--- src/rtl/lmpc_pkg.sv ---
// ----------------------------------------------------------------------------
// lmpc_pkg
// Shared constants, codes and types for the LCG memory pattern checker.
// ----------------------------------------------------------------------------
package lmpc_pkg;

  // Generator step: x = x * LCG_MUL + LCG_ADD (mod 2^32)
  localparam logic [31:0] LCG_MUL = 32'd1103515245;
  localparam logic [31:0] LCG_ADD = 32'd12345;
  // Generator value one step after an all-zero word
  localparam logic [31:0] LCG_FROM_ZERO = LCG_ADD;

  localparam int unsigned WORD_W  = 32;
  localparam int unsigned INDEX_W = 27;
  localparam int unsigned KIND_W  = 2;
  localparam int unsigned MODE_W  = 2;
  localparam int unsigned CFG_W   = 2;

  // Input item kinds
  localparam logic [KIND_W-1:0] KIND_RESTART = 2'd0;
  localparam logic [KIND_W-1:0] KIND_WRITE   = 2'd1;
  localparam logic [KIND_W-1:0] KIND_CHECK   = 2'd2;

  // Element size modes
  localparam logic [MODE_W-1:0] MODE_WORD = 2'd0;
  localparam logic [MODE_W-1:0] MODE_HALF = 2'd1;
  localparam logic [MODE_W-1:0] MODE_BYTE = 2'd2;

  // Configuration register indexes
  localparam logic [CFG_W-1:0] CFG_SEED          = 2'd0;
  localparam logic [CFG_W-1:0] CFG_WIDTH_MODE    = 2'd1;
  localparam logic [CFG_W-1:0] CFG_ELEMENT_COUNT = 2'd2;

  localparam logic [INDEX_W-1:0] ELEMENT_COUNT_RESET = 27'd1;

  // Generator control from the tracker
  typedef struct packed {
    logic restart;  // reload from seed
    logic advance;  // take the stepped word
  } lcg_ctl_t;

  // One result item
  typedef struct packed {
    logic [WORD_W-1:0] error_count;
    logic              mismatch;
    logic [WORD_W-1:0] pattern_element;
    logic              last;
  } result_t;

endpackage

--- src/rtl/lmpc_lcg.sv ---
// ----------------------------------------------------------------------------
// lmpc_lcg
// Linear congruential generator with a one-step lookahead register, so the
// stepped word is always ready and the multiplier runs register to register.
// ----------------------------------------------------------------------------
module lmpc_lcg (
  input  logic                      clk,
  input  logic                      rst,
  input  lmpc_pkg::lcg_ctl_t        ctl,
  input  logic [lmpc_pkg::WORD_W-1:0] seed,
  output logic [lmpc_pkg::WORD_W-1:0] gen_word,
  output logic [lmpc_pkg::WORD_W-1:0] gen_step
);
  import lmpc_pkg::*;

  logic [WORD_W-1:0] operand;
  logic [WORD_W-1:0] lcg_out;

  // Step either the fresh seed or the lookahead word
  assign operand = ctl.restart ? seed : gen_step;
  assign lcg_out = WORD_W'(operand * LCG_MUL + LCG_ADD);

  always_ff @(posedge clk) begin
    if (rst) begin
      gen_word <= '0;
      gen_step <= LCG_FROM_ZERO;
    end else if (ctl.restart) begin
      gen_word <= seed;
      gen_step <= lcg_out;
    end else if (ctl.advance) begin
      gen_word <= gen_step;
      gen_step <= lcg_out;
    end
  end

endmodule

--- src/rtl/lmpc_track.sv ---
// ----------------------------------------------------------------------------
// lmpc_track
// Chunk selection, read-data compare, run position and error counting for
// one item per cycle while fire is set. Drives the generator control.
// ----------------------------------------------------------------------------
module lmpc_track (
  input  logic                         clk,
  input  logic                         rst,
  input  logic                         fire,
  input  logic [lmpc_pkg::KIND_W-1:0]  kind,
  input  logic [lmpc_pkg::WORD_W-1:0]  read_data,
  input  logic [lmpc_pkg::MODE_W-1:0]  width_mode,
  input  logic [lmpc_pkg::INDEX_W-1:0] element_count,
  input  logic [lmpc_pkg::WORD_W-1:0]  gen_word,
  input  logic [lmpc_pkg::WORD_W-1:0]  gen_step,
  output lmpc_pkg::lcg_ctl_t           ctl,
  output lmpc_pkg::result_t            result
);
  import lmpc_pkg::*;

  // State
  logic [1:0]         chunk_position;
  logic [INDEX_W-1:0] element_index;
  logic [WORD_W-1:0]  mismatch_total;

  logic [1:0]         chunk_position_next;
  logic [INDEX_W-1:0] element_index_next;
  logic [WORD_W-1:0]  mismatch_total_next;

  logic [1:0]         chunk_max;
  logic               need_step;
  logic [WORD_W-1:0]  cur_word;
  logic [1:0]         eff_pos;
  logic [WORD_W-1:0]  elem;
  logic [WORD_W-1:0]  rd_masked;
  logic [INDEX_W-1:0] count_m1;
  logic               is_elem;
  logic               miss;
  logic               last_hit;

  // Chunk pick: step the generator at a word boundary or after a mode shrink
  always_comb begin
    case (width_mode)
      MODE_HALF: chunk_max = 2'd1;
      MODE_BYTE: chunk_max = 2'd3;
      default:   chunk_max = 2'd0;
    endcase
    need_step = (chunk_position == 2'd0) || (chunk_position > chunk_max);
    cur_word  = need_step ? gen_step : gen_word;
    eff_pos   = need_step ? 2'd0 : chunk_position;

    case (width_mode)
      MODE_HALF: begin
        elem      = eff_pos[0] ? {16'b0, cur_word[15:0]} : {16'b0, cur_word[31:16]};
        rd_masked = {16'b0, read_data[15:0]};
      end
      MODE_BYTE: begin
        case (eff_pos)
          2'd0:    elem = {24'b0, cur_word[31:24]};
          2'd1:    elem = {24'b0, cur_word[23:16]};
          2'd2:    elem = {24'b0, cur_word[15:8]};
          default: elem = {24'b0, cur_word[7:0]};
        endcase
        rd_masked = {24'b0, read_data[7:0]};
      end
      default: begin
        elem      = cur_word;
        rd_masked = read_data;
      end
    endcase
  end

  // Item decode, counters and result
  always_comb begin
    is_elem  = (kind == KIND_WRITE) || (kind == KIND_CHECK);
    count_m1 = element_count - INDEX_W'(1);
    last_hit = (element_index == count_m1);
    miss     = (kind == KIND_CHECK) && (rd_masked != elem);

    chunk_position_next = chunk_position;
    element_index_next  = element_index;
    mismatch_total_next = mismatch_total;

    if (kind == KIND_RESTART) begin
      chunk_position_next = '0;
      element_index_next  = '0;
      mismatch_total_next = '0;
    end else if (is_elem) begin
      chunk_position_next = (eff_pos == chunk_max) ? 2'd0 : eff_pos + 2'd1;
      element_index_next  = last_hit ? '0 : element_index + INDEX_W'(1);
      if (miss && (mismatch_total != '1)) begin
        mismatch_total_next = mismatch_total + WORD_W'(1);
      end
    end

    ctl.restart = fire && (kind == KIND_RESTART);
    ctl.advance = fire && is_elem && need_step;

    result.pattern_element = is_elem ? elem : '0;
    result.mismatch        = is_elem && miss;
    result.error_count     = mismatch_total_next;
    result.last            = is_elem && last_hit;
  end

  always_ff @(posedge clk) begin
    if (rst) begin
      chunk_position <= '0;
      element_index  <= '0;
      mismatch_total <= '0;
    end else if (fire) begin
      chunk_position <= chunk_position_next;
      element_index  <= element_index_next;
      mismatch_total <= mismatch_total_next;
    end
  end

endmodule

--- src/rtl/lcg_memory_pattern_checker_core.sv ---
// ----------------------------------------------------------------------------
// lcg_memory_pattern_checker_core
// Memory self-test pattern engine: LCG pattern generation, read-back check
// and saturating error count, one element per transaction.
// ----------------------------------------------------------------------------
//  Channel   Dir  Signals                       Contents
//  s_*       in   s_tvalid/s_tready/s_tdata/    read_data, kind
//                 s_tuser
//  m_*       out  m_tvalid/m_tready/m_tdata/    pattern_element, mismatch,
//                 m_tlast                       error_count, last
//  cfg_*     in   cfg_we/cfg_index/cfg_data     seed, width_mode, element_count
//
//  One item per cycle sustained unless the output stalls; each input
//  transaction passes the input register, then the result register.
//  The loop through the generator lookahead multiply and the chunk counters
//  closes between registers, so consecutive items follow without gaps.
//  A stalled output holds its result while one more item waits in the input
//  register. Synchronous reset clears control state and config registers.
// ----------------------------------------------------------------------------
module lcg_memory_pattern_checker_core (
  input  logic                         clk,
  input  logic                         rst,
  // Input stream
  input  logic                         s_tvalid,
  output logic                         s_tready,
  input  logic [lmpc_pkg::WORD_W-1:0]  s_tdata,   // [31:0] read_data
  input  logic [lmpc_pkg::KIND_W-1:0]  s_tuser,   // [1:0] kind
  // Result stream
  output logic                         m_tvalid,
  input  logic                         m_tready,
  output logic [71:0]                  m_tdata,   // [31:0] pattern_element,
                                                  // [32] mismatch,
                                                  // [64:33] error_count, pad
  output logic                         m_tlast,   // last element of run
  // Configuration writes
  input  logic                         cfg_we,
  input  logic [lmpc_pkg::CFG_W-1:0]   cfg_index,
  input  logic [lmpc_pkg::WORD_W-1:0]  cfg_data
);
  import lmpc_pkg::*;

  // Configuration registers
  logic [WORD_W-1:0]  seed;
  logic [MODE_W-1:0]  width_mode;
  logic [INDEX_W-1:0] element_count;

  // Input register
  logic               in_valid;
  logic [KIND_W-1:0]  in_kind;
  logic [WORD_W-1:0]  in_data;

  // Result register
  result_t            res;
  result_t            res_next;

  lcg_ctl_t           ctl;
  logic [WORD_W-1:0]  gen_word;
  logic [WORD_W-1:0]  gen_step;
  logic               fire;

  // Config write port
  always_ff @(posedge clk) begin
    if (rst) begin
      seed          <= '0;
      width_mode    <= MODE_WORD;
      element_count <= ELEMENT_COUNT_RESET;
    end else if (cfg_we) begin
      case (cfg_index)
        CFG_SEED:          seed          <= cfg_data;
        CFG_WIDTH_MODE:    width_mode    <= cfg_data[MODE_W-1:0];
        CFG_ELEMENT_COUNT: element_count <= cfg_data[INDEX_W-1:0];
        default:           ;
      endcase
    end
  end

  // Handshake: item moves on when the result register is free
  assign fire     = in_valid && (!m_tvalid || m_tready);
  assign s_tready = !in_valid || fire;

  always_ff @(posedge clk) begin
    if (rst) begin
      in_valid <= 1'b0;
    end else if (s_tready) begin
      in_valid <= s_tvalid;
    end
  end

  always_ff @(posedge clk) begin
    if (s_tvalid && s_tready) begin
      in_kind <= s_tuser;
      in_data <= s_tdata;
    end
  end

  lmpc_lcg u_lcg (
    .clk      (clk),
    .rst      (rst),
    .ctl      (ctl),
    .seed     (seed),
    .gen_word (gen_word),
    .gen_step (gen_step)
  );

  lmpc_track u_track (
    .clk           (clk),
    .rst           (rst),
    .fire          (fire),
    .kind          (in_kind),
    .read_data     (in_data),
    .width_mode    (width_mode),
    .element_count (element_count),
    .gen_word      (gen_word),
    .gen_step      (gen_step),
    .ctl           (ctl),
    .result        (res_next)
  );

  // Result register
  always_ff @(posedge clk) begin
    if (rst) begin
      m_tvalid <= 1'b0;
    end else if (fire) begin
      m_tvalid <= 1'b1;
    end else if (m_tready) begin
      m_tvalid <= 1'b0;
    end
  end

  always_ff @(posedge clk) begin
    if (fire) begin
      res <= res_next;
    end
  end

  assign m_tdata = {7'b0, res.error_count, res.mismatch, res.pattern_element};
  assign m_tlast = res.last;

endmodule

--- config.mk ---
export PLATFORM = sky130hd
export DESIGN_NAME = lcg_memory_pattern_checker_core
export DESIGN_NICKNAME = d
export VERILOG_FILES = /design/src/rtl/lmpc_pkg.sv /design/src/rtl/lmpc_lcg.sv /design/src/rtl/lmpc_track.sv /design/src/rtl/lcg_memory_pattern_checker_core.sv
export SDC_FILE = /design/constraint.sdc
export NUM_CORES = 1
export LEC_CHECK = 0
export ABC_CLOCK_PERIOD_IN_PS = 12100
export BUFFER_PORTS_ARGS = -buffer_cell sky130_fd_sc_hd__buf_2
export CORE_MARGIN = 4
export CORE_UTILIZATION = 40
export DETAILED_ROUTE_END_ITERATION = 8
export GPL_TIMING_DRIVEN = 0
export PLACE_DENSITY_LB_ADDON = 0.3
export SETUP_SLACK_MARGIN = 0.02
export SLEW_MARGIN = 40
export SYNTH_ARGS = -nofsm -noshare
export SYNTH_HDL_FRONTEND = slang
export SYNTH_HIERARCHICAL = 1
export SYNTH_SLANG_ARGS = --single-unit
export TNS_END_PERCENT = 100
--- constraint.sdc ---
create_clock -name clk -period 12.1 [get_ports clk]
set_clock_uncertainty 0.15 [all_clocks]
set_input_delay 2.42 -clock clk [delete_from_list [all_inputs] [get_ports clk]]
set_output_delay 2.42 -clock clk [all_outputs]
set_load 0.05 [all_outputs]
* Word-level counts from Yosys, hierarchy flattened
Index checks and enable logic that the tools add are counted.
** Storage, ports and cells
- Register bits after elaboration :: 288
- Output and inout port bits :: 75
- Word-level logic and storage cells :: 84
** Cells by class
- Add/subtract/negate cells :: 5
- Multiply operators :: 1
- Magnitude comparators :: 1
- Equal/unequal tests :: 12
- Multiplexer cells :: 23
- Reductions and logical operators :: 26
** Operators by type and width (count)
- $mux 32 :: 9
- $pmux 32 s2 :: 2
- $mux 27 :: 3
- $add 32x1->32 const B :: 1
- $add 32x14->32 const B :: 1
- $mul 32x31->32 const B :: 1
- $ne 32x32->1 :: 1
- $ne 32x32->1 const B :: 1
- $add 27x1->27 const B :: 1
- $eq 27x27->1 :: 1
- $sub 27x1->27 const B :: 1
- $pmux 8 s3 :: 1
- $mux 16 :: 1
- $logic_and 1x1->1 :: 9
- $eq 2x1->1 const B :: 4
- $eq 2x2->1 const B :: 4
- $logic_not 2->1 :: 4
- $mux 2 :: 4
- $reduce_and 2->1 :: 4
- $reduce_bool 2->1 :: 3
- $logic_or 1x1->1 :: 4
- $pmux 2 s2 :: 1
- $add 2x1->2 const B :: 1
- $eq 2x2->1 :: 1
- other kinds (3) :: 5

* Longest topological paths before layout
- Word-level depth :: 14
- Depth in mapped cells :: 35
- Depth with buffers taken out :: 31

* Hierarchy
Netlist, hierarchy kept.
** By module, submodules not included
- lmpc_lcg :: instances 1, cells each 1282, area an instance 11761.3 µm², seq. area each 1281.2 µm²
- lmpc_track :: instances 1, cells each 1148, area an instance 7936.4 µm², seq. area each 1221.2 µm²
- lcg_memory_pattern_checker_core :: instances 1, cells each 355, area an instance 5709.2 µm², seq. area each 4264.1 µm²

* Least setup slack after synthesis
OpenSTA, ideal clock, no wires.
- Kind :: input port to flip-flop
- From :: input port m_tready
- To :: register u_lcg/gen_step[31] (netlist name)
- Library setup time :: 0.119 ns
- Arrival :: 12.359 ns
- Slack :: -0.528 ns
- Cell stages on the path :: 34
- Path through :: nand2b_1 and2_1 clkbuf_1 nand2_1 inv_1 buf_4 buf_1 buf_1 mux2i_1 inv_1 ha_1 xor2_1 ha_1 a21oi_1 fa_1 fa_1 inv_1 fa_1 inv_1 fa_1 inv_1 fa_1 inv_1 fa_1 inv_1 ha_1 a21oi_1 o21ai_0 a311oi_1 o2111ai_2 a2111oi_2 o41ai_1 xnor2_1 o21ai_1
** RTL lines
- from (decl) :: RTL line lcg_memory_pattern_checker_core.sv:30 : input logic m_tready,
- to (signal assigned) :: RTL line lmpc_lcg.sv:29 : gen_step <= lcg_out;
- to (signal assigned) :: RTL line lmpc_lcg.sv:32 : gen_step <= lcg_out;
- to (decl) :: RTL line lmpc_lcg.sv:12 : output logic [lmpc_pkg::WORD_W-1:0] gen_step

==> results.txt <==
First-pass GRT wire length: 122.2 mm
WS Path Type: primary input to flip-flop
Startpoint Class: primary input
Starting Density: 40.35%
Detail Route Antenna Nets: 0
FF-to-FF path depth: 30
Hold Fails Final Rpt: 0
Final Wtd Congestion: 0.9917
Setup crit start: m_tready
Reg-to-reg critical path startpoint: m_tvalid
Peak Freq: 86.37 MHz
Initial antenna violation count: 0
DRC Markers: 0
Most used DFF post-synth: dfxtp_1
CTS tree: done
DIE HEIGHT: 260.0 µm
Max-cap violations: 0
Detailed-route wire length per cell: 20.85 µm
Tcrit/Tclk final: 95.69%
Placement Cell Area: 27290 µm²
Worst path bufs/invs: 10
Post-route minimum period: 11.58 ns
Max clock buf depth: 3
RSZ-0062 raised after global routing: false
Largest fanout on the critical path: 47
Reg2reg setup slack: 2.14 ns
Fin. max-slew vios: 0
Drt pass-1 iters: 5
Delay-heaviest family, CP: adder cells
Die area: 67610 µm²
Endpoints failing setup: 0
Yosys reg bits: 288
Relative slew slack: 37.95%
CTS clk-pin slew, worst paths: 0.06 ns
Port Buffers: 140
Routed WL: 79.96 mm
Vias in the first global route: 20450
Drt via density: 5.418
Netlist Area Pre-Place: 25410 µm²
GR Overflow Total: 0
Worst path max stage delay: 0.63 ns
Worst Setup Slack, final: 0.5216 ns
# IOs: 148
Sequential share of the synthesized area: 26.63%
Pin count of the biggest net entering global routing: 39
Clk Latency, worst-skew pair: 0.60 ns
R2r endpoint: u_lcg/gen_step[31]
Row count: 92
Post-Synthesis Cells: 2785
Synth cell types: 112
Setup WS pre-CTS: -1.607 ns
Post-synth ARST share: 0%
CORE AREA: 62970 µm²
TritonCTS Buffers: 30
Status: complete, no violations
Worst path slowest cell: mux2i_1
Crit path capture: u_lcg/gen_step[31]
CP Data Arrival Time: 11.90 ns
Root Driver: clkbuf_16
CP required: 12.42 ns
Crit. path cell count: 31
Fraction of layout cells with a size suffix above 1: 10.60%
Dpl hpwl: 64.59 mm
WHS: 0.3343 ns
Synthesized area per cell: 9.123 µm²
Worst-Margin Slew: 0.9073 ns
Tot GR Track Use: 23.19%
Chip width: 260.0 µm
Post-Layout Inst Area: 28390 µm²
H-tree depth: 1
Antenna diode count: 0
Worst Hold Class: flip-flop to flip-flop
CP Capture Type: flip-flop
Final nets: 3444
Ys Warns: 6
Area grow syn2layout: 11.74%
Most frequent CP cell: fa_1
Number of synthesized flops with an enable pin: 100
Routed via count: 20790
Clock Sinks: 288
Initial DRC Count: 2113
[per-layer routing]
metal	vias to the layer above	GRT usage (%)	wire length [µm]	share of wire (%)
met2	886	38.93	37330	47
li1	9836	-	-	-
met3	144	2.571	5747	7.2
met4	0	5.741	2216	2.8
met1	9919	32.08	34670	43
met5	-	0	0	0
[state kept, by name (all words and copies together) (netlist names)]
register and count:
in_valid 1, u_lcg/gen_step 32, m_tlast 1, u_track/mismatch_total 32
m_tdata 65, u_track/element_index 27, u_track/chunk_position 2, seed 32
in_kind 2, element_count 27, width_mode 2, u_lcg/gen_word 32
in_data 32, m_tvalid 1
[timing repair]
action	4_1_cts	5_1_grt
setup endpoints to repair	15	10
cloned	0	1
resized for setup	4	3
hold buffers	0	0
setup buffers	0	3
pin swaps	0	0
[final cells by class]
cell class | count | area (µm²)
clock buffers | 45 | 893.4
repair buffers | 144 | 743.2
multi-input cells | 1909 | 16420
clock inverters | 11 | 137.6
well taps | 846 | 1059
plain buffers | 118 | 586.8
inverters | 475 | 1783
flip-flops and latches | 288 | 6766
fillers | 6166 | 34580
[tightest hold or removal path, stage by stage, from the launching register on]
cell and delay, ns:
dfxtp_1 0.34, nand2_1 0.06, nand2_1 0.04
[synthesized netlist by cell type, types with 11 or more instances]
master | n | share of area, %
nand3_1 | 60 | 1.2
nor2b_1 | 22 | 0.54
buf_2 | 25 | 0.49
ha_1 | 216 | 11
mux2i_1 | 112 | 4.4
nand3b_1 | 15 | 0.44
fa_1 | 189 | 15
nor4_1 | 12 | 0.30
and2_1 | 13 | 0.32
o31ai_1 | 21 | 0.62
a211oi_1 | 40 | 1.2
edfxtp_1 | 100 | 12
o21ai_1 | 11 | 0.22
dfxtp_1 | 188 | 15
xor2_1 | 45 | 1.6
nand2b_1 | 135 | 3.3
a21o_1 | 19 | 0.56
nor2_1 | 145 | 2.1
nor3_1 | 46 | 0.91
inv_1 | 472 | 7.0
buf_4 | 13 | 0.38
a31oi_1 | 38 | 0.94
nand2_1 | 167 | 2.5
o21ai_0 | 77 | 1.5
nand4_1 | 46 | 1.1
a21oi_1 | 92 | 1.8
or4_1 | 13 | 0.38
and3_1 | 40 | 0.98
clkbuf_1 | 67 | 0.99
o311ai_0 | 11 | 0.38
o211ai_1 | 17 | 0.50
xnor2_1 | 73 | 2.5
o22ai_1 | 15 | 0.37
or3_1 | 26 | 0.64
[how the worst min path moves through the flow]
stage | to | depth (start not counted) | from | slack, ns
after floorplan | m_tvalid | 2 | in_valid | 0.28
after global placement | m_tvalid | 2 | in_valid | 0.30
after detailed placement | u_lcg/gen_step[0] | 2 | u_lcg/gen_step[0] | 0.32
after CTS | u_lcg/gen_step[0] | 2 | u_lcg/gen_step[0] | 0.33
after global routing | u_lcg/gen_step[29] | 2 | u_lcg/gen_step[29] | 0.36
final | u_lcg/gen_step[0] | 2 | u_lcg/gen_step[0] | 0.33
[kinds of logic (layout without fill, tap and decap cells)]
logic type | Yosys count | after routing | synth area share [%]
AOI/OAI and AO/OA | 462 | 462 | 12.64
xor gates and xnor gates | 119 | 119 | 4.156
DFF | 288 | 288 | 26.63
adders and majority gates | 405 | 405 | 25.53
buffers and inverters | 595 | 793 | 9.342
muxes | 121 | 121 | 4.959
other | 1 | 7 | 0.01476
and+or+nand+nor | 794 | 795 | 16.72
[layout by cell type, fill, tap and decap left out, drive strengths merged, types with 61 or more instances in the layout]
master	Yosys	routed
a21oi	93	93
buf	53	195
clkbuf	67	112
dfxtp	188	188
edfxtp	100	100
fa	189	189
ha	216	216
inv	473	474
mux2i	112	112
nand2	168	168
nand2b	135	135
nand3	61	61
nor2	147	147
o21ai	89	89
xnor2	73	73
[through the flow]
stage / utilization (%) / setup TNS (ns) / std cells
final: 45.09 / 0 / 3836
after global routing: 45.09 / 0 / 3836
after CTS: 45.02 / 0 / 3833
after detailed placement: 43.34 / -16.84 / 3778
after global placement: 43.18 / -32.16 / 3777
after floorplan: - / 0 / 2791
Power is not shown: default switching activity piles up to over one toggle a cycle in this logic, so the estimate is an artifact.
